**src/rtl/stkpp_pkg.sv**
```systemverilog
// Shared constants, codes and types of the spectral top-K peak picker.
package stkpp_pkg;

   // Parameter defaults
   localparam int unsigned MAX_PEAKS_DEF = 8;
   localparam int unsigned BINS_DEF      = 1024;
   localparam int unsigned MAG_WIDTH_DEF = 32;

   // Fixed field widths of the channels
   localparam int unsigned MAG_W     = 32;
   localparam int unsigned BIN_W     = 10;
   localparam int unsigned RANK_W    = 3;
   localparam int unsigned COUNT_W   = 4;
   localparam int unsigned CFG_W     = 10;
   localparam int unsigned CSR_IDX_W = 2;

   // Register indexes
   localparam logic [CSR_IDX_W-1:0] CSR_LO_BIN = CSR_IDX_W'(0);
   localparam logic [CSR_IDX_W-1:0] CSR_HI_BIN = CSR_IDX_W'(1);

   // Register reset values
   localparam logic [CFG_W-1:0] LO_BIN_RST = CFG_W'(1);
   localparam logic [CFG_W-1:0] HI_BIN_RST = CFG_W'(1022);

   typedef enum logic [0:0] {
      ST_RUN,
      ST_EMIT
   } stkpp_state_type;

   // Commands from the controller to the datapath
   typedef struct packed {
      logic step;    // one input beat accepted
      logic load;    // load the result register from the list
      logic clear;   // empty the list after the last result
   } stkpp_cmd_type;

endpackage

```
**src/rtl/stkpp_if.sv**
```systemverilog
// Channel interfaces: input beat, result beat and register write.
interface stkpp_req_if import stkpp_pkg::*; ();
   logic             valid;
   logic             ready;
   logic [MAG_W-1:0] magnitude;
   logic             frame_end;

   modport source (output valid, output magnitude, output frame_end, input ready);
   modport sink   (input valid, input magnitude, input frame_end, output ready);
endinterface

interface stkpp_rsp_if import stkpp_pkg::*; ();
   logic               valid;
   logic               ready;
   logic [BIN_W-1:0]   peak_bin;
   logic [MAG_W-1:0]   peak_magnitude;
   logic [RANK_W-1:0]  peak_rank;
   logic [COUNT_W-1:0] found_count;
   logic               no_peak;
   logic               last_result;

   modport source (output valid, output peak_bin, output peak_magnitude, output peak_rank,
                   output found_count, output no_peak, output last_result, input ready);
   modport sink   (input valid, input peak_bin, input peak_magnitude, input peak_rank,
                   input found_count, input no_peak, input last_result, output ready);
endinterface

interface stkpp_csr_if import stkpp_pkg::*; ();
   logic                 valid;
   logic                 ready;
   logic [CSR_IDX_W-1:0] index;
   logic [CFG_W-1:0]     data;

   modport source (output valid, output index, output data, input ready);
   modport sink   (input valid, input index, input data, output ready);
endinterface

```
**src/rtl/stkpp_ctrl.sv**
```systemverilog
// Controller: run/emit state machine, result valid and emit index.
module stkpp_ctrl import stkpp_pkg::*; #(
   parameter int unsigned MAX_PEAKS = MAX_PEAKS_DEF,
   localparam int unsigned IDX_W = (MAX_PEAKS > 1) ? $clog2(MAX_PEAKS) : 1
) (
   input  logic             clock,
   input  logic             reset,
   input  logic             req_valid,
   input  logic             req_frame_end,
   output logic             req_ready,
   output logic             rsp_valid,
   input  logic             rsp_ready,
   output stkpp_cmd_type    cmd,
   output logic [IDX_W-1:0] emit_idx,
   input  logic             emit_last
);

   stkpp_state_type  state_ff, state_in;
   logic [IDX_W-1:0] idx_ff, idx_in;
   logic             rsp_valid_ff, rsp_valid_in;
   logic             out_free;

   assign out_free  = !rsp_valid_ff || rsp_ready;
   assign rsp_valid = rsp_valid_ff;
   assign emit_idx  = idx_ff;

   always_ff @(posedge clock) begin
      if (reset) begin
         state_ff     <= ST_RUN;
         idx_ff       <= '0;
         rsp_valid_ff <= 1'b0;
      end else begin
         state_ff     <= state_in;
         idx_ff       <= idx_in;
         rsp_valid_ff <= rsp_valid_in;
      end
   end

   always_comb begin
      state_in     = state_ff;
      idx_in       = idx_ff;
      rsp_valid_in = rsp_valid_ff && !rsp_ready;
      cmd          = '0;
      req_ready    = 1'b0;
      unique case (state_ff)
         ST_RUN: begin
            req_ready = 1'b1;
            cmd.step  = req_valid;
            if (req_valid && req_frame_end) begin
               state_in = ST_EMIT;
               idx_in   = '0;
            end
         end
         ST_EMIT: begin
            if (out_free) begin
               cmd.load     = 1'b1;
               rsp_valid_in = 1'b1;
               if (emit_last) begin
                  cmd.clear = 1'b1;
                  state_in  = ST_RUN;
               end else begin
                  idx_in = idx_ff + IDX_W'(1);
               end
            end
         end
      endcase
   end

   a_end_starts_emit: assert property (@(posedge clock) disable iff (reset)
      req_valid && req_ready && req_frame_end |=> state_ff == ST_EMIT)
      else $error("frame end beat did not start emission");

   a_last_returns: assert property (@(posedge clock) disable iff (reset)
      state_ff == ST_EMIT && out_free && emit_last |=> state_ff == ST_RUN && rsp_valid_ff)
      else $error("last result did not return to run");

   a_idx_range: assert property (@(posedge clock) disable iff (reset)
      32'(idx_ff) < MAX_PEAKS)
      else $error("emit index beyond list");

endmodule

```
**src/rtl/stkpp_dp.sv**
```systemverilog
// Datapath: bin window, peak test, sorted top-K list and result register.
module stkpp_dp import stkpp_pkg::*; #(
   parameter int unsigned MAX_PEAKS = MAX_PEAKS_DEF,
   parameter int unsigned BINS      = BINS_DEF,
   parameter int unsigned MAG_WIDTH = MAG_WIDTH_DEF,
   localparam int unsigned IDX_W = (MAX_PEAKS > 1) ? $clog2(MAX_PEAKS) : 1
) (
   input  logic                 clock,
   input  logic                 reset,
   input  logic                 csr_we,
   input  logic [CSR_IDX_W-1:0] csr_idx,
   input  logic [CFG_W-1:0]     csr_data,
   input  logic [MAG_W-1:0]     in_magnitude,
   input  logic                 in_frame_end,
   input  stkpp_cmd_type        cmd,
   input  logic [IDX_W-1:0]     emit_idx,
   output logic                 emit_last,
   output logic [BIN_W-1:0]     out_bin,
   output logic [MAG_W-1:0]     out_magnitude,
   output logic [RANK_W-1:0]    out_rank,
   output logic [COUNT_W-1:0]   out_count,
   output logic                 out_no_peak,
   output logic                 out_last
);

   localparam int unsigned CNT_W = $clog2(BINS);
   localparam int unsigned CMP_W = (CNT_W > CFG_W) ? CNT_W : CFG_W;
   localparam int unsigned PK_W  = $clog2(MAX_PEAKS + 1);
   localparam int unsigned SUM_W = PK_W + 1;

   logic [CFG_W-1:0]     lo_bin_ff, hi_bin_ff;
   logic [MAG_WIDTH-1:0] left_ff, centre_ff;
   logic [CNT_W-1:0]     bin_cnt_ff;
   logic [PK_W-1:0]      count_ff;
   logic [CNT_W-1:0]     list_bin_ff [MAX_PEAKS];
   logic [MAG_WIDTH-1:0] list_mag_ff [MAX_PEAKS];
   logic [CNT_W-1:0]     list_bin_in [MAX_PEAKS];
   logic [MAG_WIDTH-1:0] list_mag_in [MAX_PEAKS];
   logic [MAX_PEAKS-1:0] keep, prev_keep;

   logic [MAG_WIDTH-1:0] mag;
   logic [CNT_W-1:0]     centre_bin;
   logic [CMP_W-1:0]     centre_x;
   logic                 is_peak, full, ins;

   assign mag        = MAG_WIDTH'(in_magnitude);
   assign centre_bin = bin_cnt_ff - CNT_W'(1);
   assign centre_x   = CMP_W'(centre_bin);

   // Peak test on the previous bin, with the arriving bin as right neighbor
   assign is_peak = (bin_cnt_ff >= CNT_W'(2))
                 && (centre_x >= CMP_W'(lo_bin_ff))
                 && (centre_x <= CMP_W'(hi_bin_ff))
                 && (centre_ff > left_ff)
                 && (centre_ff >= mag);

   assign full = (count_ff == PK_W'(MAX_PEAKS));
   assign ins  = is_peak && (!full || (centre_ff > list_mag_ff[MAX_PEAKS-1]));

   // Parallel insert: entries at or above the new peak hold, the slot below
   // the last of them takes the peak, the rest shift down one place.
   always_comb begin
      for (int i = 0; i < MAX_PEAKS; i++) begin
         keep[i] = (SUM_W'(i) < SUM_W'(count_ff)) && (list_mag_ff[i] >= centre_ff);
      end
      prev_keep[0] = 1'b1;
      for (int i = 1; i < MAX_PEAKS; i++) begin
         prev_keep[i] = keep[i-1];
      end
      for (int i = 0; i < MAX_PEAKS; i++) begin
         if (keep[i]) begin
            list_bin_in[i] = list_bin_ff[i];
            list_mag_in[i] = list_mag_ff[i];
         end else if (prev_keep[i]) begin
            list_bin_in[i] = centre_bin;
            list_mag_in[i] = centre_ff;
         end else begin
            list_bin_in[i] = list_bin_ff[(i > 0) ? i - 1 : 0];
            list_mag_in[i] = list_mag_ff[(i > 0) ? i - 1 : 0];
         end
      end
   end

   assign emit_last = (count_ff == '0)
                   || (SUM_W'(emit_idx) + SUM_W'(1) == SUM_W'(count_ff));

   always_ff @(posedge clock) begin
      if (reset) begin
         lo_bin_ff <= LO_BIN_RST;
         hi_bin_ff <= HI_BIN_RST;
      end else if (csr_we) begin
         if (csr_idx == CSR_LO_BIN) begin
            lo_bin_ff <= csr_data;
         end else if (csr_idx == CSR_HI_BIN) begin
            hi_bin_ff <= csr_data;
         end
      end
   end

   always_ff @(posedge clock) begin
      if (reset) begin
         left_ff    <= '0;
         centre_ff  <= '0;
         bin_cnt_ff <= '0;
      end else if (cmd.step) begin
         if (in_frame_end) begin
            left_ff    <= '0;
            centre_ff  <= '0;
            bin_cnt_ff <= '0;
         end else begin
            left_ff   <= centre_ff;
            centre_ff <= mag;
            if (bin_cnt_ff < CNT_W'(BINS - 1)) begin
               bin_cnt_ff <= bin_cnt_ff + CNT_W'(1);
            end
         end
      end
   end

   always_ff @(posedge clock) begin
      if (reset) begin
         count_ff <= '0;
      end else if (cmd.clear) begin
         count_ff <= '0;
      end else if (cmd.step && ins && !full) begin
         count_ff <= count_ff + PK_W'(1);
      end
   end

   always_ff @(posedge clock) begin
      if (cmd.step && ins) begin
         list_bin_ff <= list_bin_in;
         list_mag_ff <= list_mag_in;
      end
   end

   // Result register
   always_ff @(posedge clock) begin
      if (cmd.load) begin
         if (count_ff == '0) begin
            out_bin       <= '0;
            out_magnitude <= '0;
            out_rank      <= '0;
            out_count     <= '0;
            out_no_peak   <= 1'b1;
            out_last      <= 1'b1;
         end else begin
            out_bin       <= BIN_W'(list_bin_ff[emit_idx]);
            out_magnitude <= MAG_W'(list_mag_ff[emit_idx]);
            out_rank      <= RANK_W'(emit_idx);
            out_count     <= COUNT_W'(count_ff);
            out_no_peak   <= 1'b0;
            out_last      <= emit_last;
         end
      end
   end

   a_count_range: assert property (@(posedge clock) disable iff (reset)
      32'(count_ff) <= MAX_PEAKS)
      else $error("list count beyond capacity");

   a_bin_sat: assert property (@(posedge clock) disable iff (reset)
      32'(bin_cnt_ff) <= BINS - 1)
      else $error("bin counter past saturation");

   a_count_grows: assert property (@(posedge clock) disable iff (reset)
      cmd.step && ins && !full && !cmd.clear |=> count_ff == $past(count_ff) + PK_W'(1))
      else $error("insert into open list did not grow count");

endmodule

```
**src/rtl/spectral_top_k_peak_picker.sv**
```systemverilog
// Top level of the spectral top-K peak picker.
// Usage:
//  - req_bus carries one spectrum magnitude per beat, bin 0 first; frame_end
//    marks the last bin of a frame. A bin in [lo_bin, hi_bin] is a peak
//    when strictly above its left neighbor and not below its right one; it is
//    tested when the next bin arrives.
//  - Outside a frame end the block takes one beat per cycle; the peak test and
//    the compare-and-shift insertion into the sorted list finish in that cycle.
//  - On a frame_end beat req_ready drops while the list is sent on rsp_bus,
//    strongest first, one result per cycle; an empty frame yields one result
//    with no_peak set. The frame_end beat moves the controller to its emit
//    state, which then loads the first result into the result register.
//  - rsp_bus has a result register: a stall of the receiver holds it and
//    pauses emission; after the last result is loaded the next frame's beats
//    are accepted while it still waits to be taken.
//  - csr_bus writes lo_bin (index 0) and hi_bin (index 1), always ready;
//    write only while no frame is in flight.
//  - Synchronous reset clears control state, the bin window and the list
//    count, and sets lo_bin to 1 and hi_bin to 1022.
module spectral_top_k_peak_picker import stkpp_pkg::*; #(
   parameter int unsigned MAX_PEAKS = MAX_PEAKS_DEF,
   parameter int unsigned BINS      = BINS_DEF,
   parameter int unsigned MAG_WIDTH = MAG_WIDTH_DEF
) (
   input logic       clock,
   input logic       reset,
   stkpp_req_if.sink   req_bus,
   stkpp_rsp_if.source rsp_bus,
   stkpp_csr_if.sink   csr_bus
);

   localparam int unsigned IDX_W = (MAX_PEAKS > 1) ? $clog2(MAX_PEAKS) : 1;

   stkpp_cmd_type    cmd;
   logic [IDX_W-1:0] emit_idx;
   logic             emit_last;

   // Registers are plain flops; a write is never stalled.
   assign csr_bus.ready = 1'b1;

   stkpp_ctrl #(
      .MAX_PEAKS (MAX_PEAKS)
   ) u_ctrl (
      .clock         (clock),
      .reset         (reset),
      .req_valid     (req_bus.valid),
      .req_frame_end (req_bus.frame_end),
      .req_ready     (req_bus.ready),
      .rsp_valid     (rsp_bus.valid),
      .rsp_ready     (rsp_bus.ready),
      .cmd           (cmd),
      .emit_idx      (emit_idx),
      .emit_last     (emit_last)
   );

   stkpp_dp #(
      .MAX_PEAKS (MAX_PEAKS),
      .BINS      (BINS),
      .MAG_WIDTH (MAG_WIDTH)
   ) u_dp (
      .clock         (clock),
      .reset         (reset),
      .csr_we        (csr_bus.valid),
      .csr_idx       (csr_bus.index),
      .csr_data      (csr_bus.data),
      .in_magnitude  (req_bus.magnitude),
      .in_frame_end  (req_bus.frame_end),
      .cmd           (cmd),
      .emit_idx      (emit_idx),
      .emit_last     (emit_last),
      .out_bin       (rsp_bus.peak_bin),
      .out_magnitude (rsp_bus.peak_magnitude),
      .out_rank      (rsp_bus.peak_rank),
      .out_count     (rsp_bus.found_count),
      .out_no_peak   (rsp_bus.no_peak),
      .out_last      (rsp_bus.last_result)
   );

endmodule
```
**src/flat_wrapper.sv**
```systemverilog
// flat-port wrapper written by rule: the top's interface ports become plain ports
module spectral_top_k_peak_picker_flat import stkpp_pkg::*;
#(
   parameter int unsigned MAX_PEAKS = MAX_PEAKS_DEF,
   parameter int unsigned BINS      = BINS_DEF,
   parameter int unsigned MAG_WIDTH = MAG_WIDTH_DEF
)
  (clock, reset, req_bus_valid, req_bus_magnitude, req_bus_frame_end, req_bus_ready, rsp_bus_valid, rsp_bus_peak_bin, rsp_bus_peak_magnitude, rsp_bus_peak_rank, rsp_bus_found_count, rsp_bus_no_peak, rsp_bus_last_result, rsp_bus_ready, csr_bus_valid, csr_bus_index, csr_bus_data, csr_bus_ready);
  stkpp_req_if req_bus_i ();
  stkpp_rsp_if rsp_bus_i ();
  stkpp_csr_if csr_bus_i ();
  input logic clock;
  input logic reset;
  input wire logic [$bits(req_bus_i.valid)-1:0] req_bus_valid;
  input wire logic [$bits(req_bus_i.magnitude)-1:0] req_bus_magnitude;
  input wire logic [$bits(req_bus_i.frame_end)-1:0] req_bus_frame_end;
  output wire logic [$bits(req_bus_i.ready)-1:0] req_bus_ready;
  output wire logic [$bits(rsp_bus_i.valid)-1:0] rsp_bus_valid;
  output wire logic [$bits(rsp_bus_i.peak_bin)-1:0] rsp_bus_peak_bin;
  output wire logic [$bits(rsp_bus_i.peak_magnitude)-1:0] rsp_bus_peak_magnitude;
  output wire logic [$bits(rsp_bus_i.peak_rank)-1:0] rsp_bus_peak_rank;
  output wire logic [$bits(rsp_bus_i.found_count)-1:0] rsp_bus_found_count;
  output wire logic [$bits(rsp_bus_i.no_peak)-1:0] rsp_bus_no_peak;
  output wire logic [$bits(rsp_bus_i.last_result)-1:0] rsp_bus_last_result;
  input wire logic [$bits(rsp_bus_i.ready)-1:0] rsp_bus_ready;
  input wire logic [$bits(csr_bus_i.valid)-1:0] csr_bus_valid;
  input wire logic [$bits(csr_bus_i.index)-1:0] csr_bus_index;
  input wire logic [$bits(csr_bus_i.data)-1:0] csr_bus_data;
  output wire logic [$bits(csr_bus_i.ready)-1:0] csr_bus_ready;
  assign req_bus_i.valid = req_bus_valid;
  assign req_bus_i.magnitude = req_bus_magnitude;
  assign req_bus_i.frame_end = req_bus_frame_end;
  assign req_bus_ready = req_bus_i.ready;
  assign rsp_bus_valid = rsp_bus_i.valid;
  assign rsp_bus_peak_bin = rsp_bus_i.peak_bin;
  assign rsp_bus_peak_magnitude = rsp_bus_i.peak_magnitude;
  assign rsp_bus_peak_rank = rsp_bus_i.peak_rank;
  assign rsp_bus_found_count = rsp_bus_i.found_count;
  assign rsp_bus_no_peak = rsp_bus_i.no_peak;
  assign rsp_bus_last_result = rsp_bus_i.last_result;
  assign rsp_bus_i.ready = rsp_bus_ready;
  assign csr_bus_i.valid = csr_bus_valid;
  assign csr_bus_i.index = csr_bus_index;
  assign csr_bus_i.data = csr_bus_data;
  assign csr_bus_ready = csr_bus_i.ready;
  spectral_top_k_peak_picker #(.MAX_PEAKS(MAX_PEAKS), .BINS(BINS), .MAG_WIDTH(MAG_WIDTH)) u_core (.clock(clock), .reset(reset), .req_bus(req_bus_i), .rsp_bus(rsp_bus_i), .csr_bus(csr_bus_i));
endmodule
```
**config.mk**
```make
export PLATFORM = sky130hd
export DESIGN_NAME = spectral_top_k_peak_picker_flat
export DESIGN_NICKNAME = d
export VERILOG_FILES = /design/src/rtl/stkpp_pkg.sv /design/src/rtl/stkpp_if.sv /design/src/rtl/stkpp_ctrl.sv /design/src/rtl/stkpp_dp.sv /design/src/rtl/spectral_top_k_peak_picker.sv /design/src/flat_wrapper.sv
export SDC_FILE = /design/constraint.sdc
export NUM_CORES = 1
export LEC_CHECK = 0
export BUFFER_PORTS_ARGS = -buffer_cell sky130_fd_sc_hd__buf_2
export CAP_MARGIN = 20
export CORE_ASPECT_RATIO = 0.5
export CORE_MARGIN = 5
export CORE_UTILIZATION = 60
export CTS_CLUSTER_DIAMETER = 200
export DETAILED_ROUTE_END_ITERATION = 10
export GPL_TIMING_DRIVEN = 0
export PLACE_DENSITY = 0.8
export SETUP_SLACK_MARGIN = 0.15
export SLEW_MARGIN = 20
export SYNTH_ARGS = -nofsm -noshare
export SYNTH_HDL_FRONTEND = slang
export SYNTH_SLANG_ARGS = --single-unit
```
**constraint.sdc**
```tcl
create_clock -name clock -period 17.1 [get_ports clock]
set_input_delay 3.42 -clock clock [delete_from_list [all_inputs] [get_ports clock]]
set_output_delay 3.42 -clock clock [all_outputs]
set_load 0.01 [all_outputs]
```
* After elaboration in Yosys (flattened, before gate mapping)
Index checks and enable logic that the tools add are counted.
** Cells by class
- Add/subtract/negate cells :: 5
- Multiply operators :: 0
- Divide/modulo/power cells :: 0
- Magnitude comparators :: 24
- Equality and inequality tests :: 6
- Shifts and indexed selects :: 0
- Muxes and demuxes :: 40
- Bitwise gates (word level) :: 11
- Reductions and logical operators :: 39
** Operators with widths (number)
- 2-to-1 mux 32 bit :: 11
- greater-or-equal comparator 32 bit :: 9
- 2-to-1 mux 10 bit :: 11
- binary-select mux 32 bit (select 3 bit) :: 1
- > comparator 32 bit :: 2
- binary-select mux 10 bit (select 3 bit) :: 1
- AND reduction 2 bit :: 10
- logical AND 1 bit :: 17
- less-than comparator 3 x 4 -> 1 bit, first input constant :: 4
- adder 10 x 1 -> 10 bit, second input constant :: 1
- greater-or-equal comparator 10 bit :: 1
- greater-or-equal comparator 10 x 2 -> 1 bit, second input constant :: 1
- less-or-equal comparator 10 bit :: 1
- less-than comparator 10 bit, second input constant :: 1
- inverter 1 bit :: 10
- subtractor 10 x 1 -> 10 bit, second input constant :: 1
- 2-to-1 mux 1 bit :: 9
- 2-to-1 mux 3 bit :: 3
- less-than comparator 1 x 4 -> 1 bit, first input constant :: 2
- less-than comparator 2 x 4 -> 1 bit, first input constant :: 2
- case mux 3 bit (2 select lines) :: 1
- AND reduction 3 bit :: 2
- adder 3 x 1 -> 4 bit, second input constant :: 1
- adder 4 x 1 -> 4 bit, second input constant :: 1
- other kinds (16) :: 22
** Storage, ports and cells
- Bits in registers :: 490
- Latch bits :: 0
- Memory bits (writable) :: 0
- ROM bits :: 0
- Input bits :: 50
- Word-level logic and storage cells :: 156
- Memories kept :: 0

* Longest topological paths before layout
Gate-level depths: netlist of the first run.
- Depth after elaboration :: 9
- Gate-level depth with buffers :: 12
- Gate-level depth less buffers :: 12

* Hierarchy
A second synthesis of the first run with hierarchy kept.
** Second synthesis, totals
- Cell total of the unflattened synthesis :: 2406
- Area total of the unflattened synthesis :: 30205.2 um^2
** By module, submodules not included
- stkpp_dp :: times used 1, cells each 2375, area each 29943.7 um^2, seq. area each 13583.0 um^2
- stkpp_ctrl :: times used 1, cells each 29, area each 250.2 um^2, seq. area each 100.1 um^2
- spectral_top_k_peak_picker :: times used 1, cells each 2, area each 11.3 um^2, seq. area each 0.0 um^2

* Worst setup path before layout of the first run
Ideal clock, no wire load.
- Kind :: input to register
- Start :: input port req_bus_magnitude[10]
- End :: register u_core.u_dp.list_bin_ff[0] in the netlist's numbering (enable)
- Data arrival time :: 11.219 ns
- Slack :: 5.214 ns
- Cell stages on the path :: 7
- Path through :: inv_1 -> ha_1 -> nand4_1 -> or4_1 -> a31oi_1 -> nor2_1 -> a2111oi_0
** Between the ends
- Longest elaborated chain between the ends :: 5
** Ends and longest elaborated chain
- from (decl) :: RTL line flat_wrapper.sv:15 : input wire logic [$bits(req_bus_i.magnitude)-1:0] req_bus_magnitude;
- greater-or-equal comparator 32 bit :: RTL line stkpp_dp.sv:55 : && (centre_ff >= mag);
- logical AND 1 bit :: RTL line stkpp_dp.sv:55
- logical AND 1 bit :: RTL line stkpp_dp.sv:58 : assign ins = is_peak && (!full || (centre_ff > list_mag_ff[MAX_PEAKS-1]));
- logical AND 1 bit :: RTL line stkpp_dp.sv:131 : if (cmd.step && ins) begin
- AND reduction 2 bit (no line)
- to (signal assigned) :: RTL line stkpp_dp.sv:132 : list_bin_ff <= list_bin_in;
- to (decl) :: RTL line stkpp_dp.sv:35 : logic [CNT_W-1:0] list_bin_ff [MAX_PEAKS];
No other way between the ends.
A chain may end at the register's enable or synchronous reset.

* Final worst setup path of the first run
- Start :: input port req_bus_magnitude[10]
- End :: register u_core.u_dp.list_mag_ff[6] in the netlist's numbering (enable)
** Between the ends
- Longest elaborated chain between the ends :: 5
** Ends and longest elaborated chain
- greater-or-equal comparator 32 bit :: RTL line stkpp_dp.sv:55
- logical AND 1 bit :: RTL line stkpp_dp.sv:55
- logical AND 1 bit :: RTL line stkpp_dp.sv:58
- logical AND 1 bit :: RTL line stkpp_dp.sv:131
- AND reduction 2 bit (no line)
- to (signal assigned) :: RTL line stkpp_dp.sv:133 : list_mag_ff <= list_mag_in;
- to (decl) :: RTL line stkpp_dp.sv:36 : logic [MAG_WIDTH-1:0] list_mag_ff [MAX_PEAKS];
No other way between the ends.

==> flow_metrics.env, run 1 <==
export IMPL_grt_use_total_pct=30.4
export IMPL_hold_worst_slack_ns=0.458
export IMPL_worstMarginPinSlew_ns=1.29
export IMPL_final_nets=3000
export IMPL_crit_fanout=5
export IMPL_worstPathArrival_ns=6.89
export IMPL_grt_max_degree=30
export IMPL_die_h_um=168
export IMPL_synth_seq_area_share_pct=45.7
export IMPL_clock_skew_ns=0.0224
export IMPL_setup_ws_ns=10.50
export IMPL_avgSynthCellArea_um2=12.3
export IMPL_insertion_delay_ns=0.59
export IMPL_drv_slew=0
export IMPL_worstSetupPathType="input pin to flip-flop"
export IMPL_synth_warnings=0
export IMPL_start_util_pct=61.2
export IMPL_synth_most_common_cell="edfxtp_1"
export IMPL_fillers=3471
export IMPL_coreArea_mm2=0.0489
export IMPL_slew_headroom_pct=13.2
export IMPL_register_area_mm2=0.0137
export IMPL_synth_common_cells="edfxtp_1, ha_1, nand2_1, a21oi_1, mux2_1"
export IMPL_crit_chain="buf_2, inv_1, ha_1, nand4_1, or4_1, a31oi_1, nor2_1, a2111oi_2, buf_2, buf_2, buf_4, buf_2"
export IMPL_cp_slowest_cell="a2111oi_2"
export IMPL_rrSetupSlack_ns=11.66
export IMPL_power_uw=2560
export IMPL_drc=0
export IMPL_p_leak_uw=0.0124
export IMPL_cts_tree="done"
export IMPL_synth_top_area_cell="edfxtp_1"
export IMPL_vias_per_cell=6.61
export IMPL_dp_hpwl_um=63200
export IMPL_path_common_cell="buf_2"
export IMPL_topRoutingLayerUsed="met5"
export IMPL_grt_pass1_vias=21600
export IMPL_grt_first_pass_wirelength_um=128000
export IMPL_wl_per_cell_um=25.8
export IMPL_die_area_mm2=0.0547
export IMPL_yosysTopAreaCellShare_pct=38.8
export IMPL_cts_buffer_depth=3
export IMPL_post_route_period_util_pct=38.6
export IMPL_max_freq_mhz=151
export IMPL_synth_edf_count=387
export IMPL_postRouteAntennaNets=0
export IMPL_drive_gt1_share_pct=16.5
export IMPL_syn_to_final_growth_pct=11.1
export IMPL_power_density_mw_per_mm2=77.0
export IMPL_gp_congestion=0.952
export IMPL_wl_um=84900
export IMPL_row_count=57
export IMPL_status="completed"
export IMPL_overflow=0
export IMPL_period_needed_ns=6.60
export IMPL_utilization_pct=68.0
export IMPL_route_met3_wl_um=10400
export IMPL_synth_ff_type="edfxtp_1"
export IMPL_port_buffers=102
export IMPL_hold_path_class="flip-flop to flip-flop"
export IMPL_cp_end_kind="flip-flop"
export IMPL_dr_first_iter_drc_count=2356
export IMPL_setup_violations=0
export IMPL_io_pins=104
export IMPL_ys_types=74
export IMPL_cts_root_buf="clkbuf_16"
export IMPL_syn_num_nets=2825
export IMPL_ys_ff_latch=490
export IMPL_critPathMaxStageDelay_ns=0.70
export IMPL_cts_clk_slew_worst_paths_ns=0.07
export IMPL_dp_slack_ns=9.98
export IMPL_dr_wl_met2_um=37600
export IMPL_met1_length_um=33600
export IMPL_die_x_um=326
export IMPL_cts_resized=0
export IMPL_synthArstFlopShare_pct=0
export IMPL_placedCellCount=3205
export IMPL_rsz0062_at_grt="no"
export IMPL_fin_cells=3291
export IMPL_synth_area_top_cells="edfxtp_1, ha_1, mux2_1, dfxtp_1, mux4_2"
export IMPL_vdd_drop_max_uv=68.8
export IMPL_vias=21800
export IMPL_multi_input_area_mm2=0.0152
export IMPL_required_ns=17.38
export IMPL_drt_pass1_iter_count=7
export IMPL_synthCells=2429
export IMPL_crit_path_start_kind="input pin"
export IMPL_antenna_found_initial=1
export IMPL_antennaDiodeCount=0
export IMPL_postCtsHoldBufs=0
export IMPL_max_cap_viol_count=0
export IMPL_hold_viol_final=0
export IMPL_cts_setup_buffers=0
export IMPL_syn_area_mm2=0.0299
export IMPL_cts_sinks=490
export IMPL_cts_htree_levels=2
export IMPL_cts_buffers=46
## cells in the final DEF, fill, tap and decap left out, types with 10 or more instances in the layout
cell type	synthesis	layout
edfxtp_1	387	387
ha_1	346	346
nand2_1	189	189
a21oi_1	186	185
mux2_1	184	184
inv_1	137	136
buf_2	18	128
nor2_1	128	123
dfxtp_1	103	103
clkbuf_1	83	95
mux4_2	84	84
a21o_1	70	70
mux2_2	65	65
mux2i_1	54	54
o21ai_0	49	49
clkbuf_16	0	49
nand4_1	39	39
mux2_4	38	38
a211o_1	22	22
nand3_1	22	22
nand2b_1	21	21
and4_1	16	16
a211oi_1	12	12
buf_1	12	11
buf_16	0	11
xor2_1	10	10
and3_1	10	10
nor3_1	10	10
nor2b_1	11	10
## power breakdown
part | internal (µW) | total (µW) | switching, µW
clock network | 574 | 1050 | 472
registers | 1290 | 1300 | 10.7
logic | 75.2 | 219 | 144
## state kept, by name (all words and copies together) (netlist names)
name and cells:
u_core.u_dp.hi_bin_ff 10, u_core.u_dp.list_bin_ff 80, u_core.u_dp.bin_cnt_ff 10, u_core.u_dp.left_ff 32
u_core.u_dp.out_last 1, u_core.u_dp.out_bin 10, u_core.u_dp.out_rank 3, u_core.u_dp.list_mag_ff 256
u_core.u_dp.out_no_peak 1, u_core.u_dp.centre_ff 32, u_core.u_dp.out_count 4, u_core.u_ctrl.emit_idx 3
u_core.u_ctrl.state_ff 1, u_core.u_ctrl.rsp_valid 1, u_core.u_dp.lo_bin_ff 10, u_core.u_dp.out_magnitude 32
u_core.u_dp.count_ff 4
## logic make-up (layout without fill, tap and decap cells)
| group | Yosys count | count (layout) | synth area share (%) |
|---|---|---|---|
| other cells | 1 | 1 | 0.0125 |
| fa+ha+maj | 346 | 346 | 14.5 |
| simple gates | 471 | 471 | 7.28 |
| mux | 425 | 425 | 19.4 |
| buf+inv | 265 | 478 | 3.64 |
| xor+xnor | 14 | 14 | 0.410 |
| flops | 490 | 490 | 45.7 |
| compound gates | 417 | 417 | 9.05 |
## stage by stage
step / area (µm²) / setup TNS (ns)
final: 33200 / 0
after global routing: 33200 / 0
after CTS: 33200 / 0
after detailed placement: 31800 / 0
after global placement: 31200 / -82.41
after floorplan: 29900 / 0
## worst max-delay path, delay by kind of cell
family	cells	cell delay (ns)
buffers and inverters	6	1.14
AO/OA/AOI/OAI	2	1.07
AND/OR/NAND/NOR	3	0.94
adder cells (fa/ha/maj)	1	0.31
## area by class of cell
cell class | count | area share [%]
Multi-Input combinational cell | 1674 | 45.8
Sequential cell | 490 | 41.2
Clock buffer | 69 | 4.16
Timing Repair Buffer | 127 | 2.85
Tap cell | 649 | 2.44
Buffer | 125 | 1.70
Inverter | 140 | 1.59
Clock inverter | 17 | 0.320
## final timing paths
path	cells after the start	end	startpoint
min	2	u_core.u_dp.left_ff[11]	u_core.u_dp.left_ff[11]
max reg2reg	13	u_core.u_dp.list_mag_ff[6]	u_core.u_dp.bin_cnt_ff[5]
max	12	u_core.u_dp.list_mag_ff[6]	req_bus_magnitude[10]
min reg2reg	2	u_core.u_dp.left_ff[11]	u_core.u_dp.left_ff[11]
## layer usage
layer | vias to the layer above | track usage (%)
li1 | 9592 | -
met1 | 10700 | 41.7
met5 | - | 0
met4 | 2 | 10.9
met2 | 1263 | 47.2
met3 | 230 | 7.74
No activity file was read; power rests on OpenSTA's default activity.
==> run 2, diff against run 1 <==
==> constraint.sdc (replaced) <==
create_clock -name clock -period 6.2 [get_ports clock]
set_input_delay 1.24 -clock clock [delete_from_list [all_inputs] [get_ports clock]]
set_output_delay 1.24 -clock clock [all_outputs]
set_load 0.01 [all_outputs]
==> flow_metrics.env, run 2 (synthesis results as in run 1) <==
export IMPL_status="completed"
export IMPL_p_int_uw=5500
export IMPL_cts_root_buf="clkbuf_16"
export IMPL_tns_ns=0
export IMPL_largestRegisters="u_core.u_dp.list_mag_ff (256), u_core.u_dp.list_bin_ff (80)"
export IMPL_cts_setup_buffers=0
export IMPL_coreArea_mm2=0.0489
export IMPL_overflow=0
export IMPL_vdd_drop_max_uv=206
export IMPL_placedCellCount=3203
export IMPL_period_needed_ns=5.21
export IMPL_layout_common_cells="edfxtp_1, ha_1, nand2_1"
export IMPL_wl_um=84900
export IMPL_vias=21700
export IMPL_drv_slew=0
export IMPL_grt_use_total_pct=30.4
export IMPL_cp_slowest_cell="a2bb2oi_2"
export IMPL_required_ns=6.48
export IMPL_worstMarginPinSlew_ns=1.31
export IMPL_p_sw_share_pct=24.3
export IMPL_worstPathArrival_ns=5.49
export IMPL_hold_path_depth=2
export IMPL_row_count=57
export IMPL_rr_endpoint="u_core.u_dp.list_mag_ff[76]"
export IMPL_final_cell_area_mm2=0.0334
export IMPL_wl_per_cell_um=25.8
export IMPL_gp_congestion=0.945
export IMPL_dr_first_iter_drc_count=2493
export IMPL_grt_first_pass_wirelength_um=129000
export IMPL_cts_tree="done"
export IMPL_die_h_um=168
export IMPL_worstHoldStart="u_core.u_dp.left_ff[23]"
export IMPL_final_common_cell="edfxtp_1"
export IMPL_postRouteAntennaNets=0
export IMPL_power_switching_uw=1770
export IMPL_insertion_delay_ns=0.59
export IMPL_place_area_mm2=0.0318
export IMPL_critPathMaxStageDelay_ns=0.63
export IMPL_drive_gt1_share_pct=16.7
export IMPL_r2r_start="u_core.u_dp.centre_ff[10]"
export IMPL_hold_end="u_core.u_dp.left_ff[23]"
export IMPL_clock_skew_ns=0.0267
export IMPL_p_leak_uw=0.0124
export IMPL_power_frac_clock_pct=42.5
export IMPL_cp_end_kind="flip-flop"
export IMPL_hold_path_class="flip-flop to flip-flop"
export IMPL_post_route_period_util_pct=84.1
export IMPL_start_util_pct=61.2
export IMPL_max_cap_viol_count=0
export IMPL_die_x_um=326
export IMPL_crit_fanout=19
export IMPL_cp_top_family="compound AO/OA/AOI/OAI gates"
export IMPL_fillers=3401
export IMPL_die_area_mm2=0.0547
export IMPL_drc=0
export IMPL_utilization_pct=68.3
export IMPL_cts_htree_levels=2
export IMPL_crit_path_start_kind="flip-flop"
export IMPL_vias_per_cell=6.60
export IMPL_hold_viol_final=0
export IMPL_setup_violations=0
export IMPL_dp_hpwl_um=63600
export IMPL_cts_resized=0
export IMPL_syn_to_final_growth_pct=11.7
export IMPL_cts_buffers=46
export IMPL_grt_max_degree=37
export IMPL_worstSetupPathType="flip-flop to flip-flop"
export IMPL_cts_sinks=490
export IMPL_io_pins=104
export IMPL_largest_register="u_core.u_dp.list_mag_ff"
export IMPL_register_area_mm2=0.0137
export IMPL_rsz0062_at_grt="no"
export IMPL_grt_pass1_vias=21700
export IMPL_rrSetupSlack_ns=0.99
export IMPL_seqPwrFrac_pct=49.2
export IMPL_power_uw=7260
export IMPL_reg2reg_depth=12
export IMPL_final_nets=2999
export IMPL_max_freq_mhz=192
export IMPL_worstPathBufferInverterCount=4
export IMPL_slew_headroom_pct=12.1
export IMPL_largest_reg_flops=256
export IMPL_crit_chain="clkbuf_1, inv_1, ha_1, a21o_1, a211o_1, a2111oi_0, o31a_1, o21ai_1, a2bb2oi_2, buf_4, nor2b_4, buf_12"
export IMPL_port_buffers=102
export IMPL_drt_pass1_iter_count=6
export IMPL_fin_cells=3291
export IMPL_antenna_found_initial=1
export IMPL_postCtsHoldBufs=0
export IMPL_p_comb_share_pct=8.3
export IMPL_cts_clk_slew_worst_paths_ns=0.07
export IMPL_multi_input_area_mm2=0.0152
export IMPL_cts_buffer_depth=3
export IMPL_power_density_mw_per_mm2=217
==> run 2: power by group through the flow <==
| stage | Sequential [µW] | Combinational (µW) | Clock (µW) |
|---|---|---|---|
| after floorplan | 3650 | 367 | 0 |
| after global placement | 3650 | 553 | 0 |
| after detailed placement | 3650 | 585 | 0 |
| after CTS | 3570 | 591 | 3080 |
| after global routing | 3580 | 667 | 3250 |
| final | 3570 | 604 | 3090 |
==> run 2: how the worst max path moves through the flow <==
stage,startpoint,endpoint,slack [ns],cells after the start
after global routing,u_core.u_dp.centre_ff[10],u_core.u_dp.list_mag_ff[76],0.79,12
final,u_core.u_dp.centre_ff[10],u_core.u_dp.list_mag_ff[76],0.99,12
after floorplan,u_core.u_dp.bin_cnt_ff[5],u_core.u_dp.list_bin_ff[0],0.56,9
after CTS,u_core.u_dp.bin_cnt_ff[5],u_core.u_dp.list_mag_ff[136],1.09,12
after global placement,u_core.u_dp.bin_cnt_ff[5],u_core.u_dp.list_mag_ff[6],-2.70,9
after detailed placement,u_core.u_dp.bin_cnt_ff[5],u_core.u_dp.list_mag_ff[136],1.11,12
==> run 2: per-layer routing <==
layer	share of wire (%)	global-route usage, %
met2	44	47.8
met3	12	8.17
met5	0	0
met4	3.6	9.99
met1	40	41.5
==> run 2: layout make-up <==
| class | instances | share of cell area [%] |
|---|---|---|
| diodes | 1 | 0.00749 |
| plain buffers | 125 | 1.69 |
| clock buffers | 64 | 4.27 |
| clock inverters | 22 | 0.606 |
| inverters | 140 | 1.58 |
| multi-input cells | 1674 | 45.6 |
| flip-flops and latches | 490 | 40.9 |
| well taps | 649 | 2.43 |
| repair buffers | 126 | 2.92 |
==> run 2: per-stage QoR <==
| stage | hold WS [ns] | setup slack [ns] |
|---|---|---|
| after floorplan | 0.436 | 0.556 |
| after global placement | 0.442 | -2.70 |
| after detailed placement | 0.446 | 1.11 |
| after CTS | 0.455 | 1.09 |
| after global routing | 0.477 | 0.786 |
| final | 0.457 | 0.985 |
==> run 2: worst min-delay path, cell delays in order, from the launching register on <==
cell and delay, ns:
dfxtp_1 0.31, nand2_1 0.05, a21oi_1 0.05
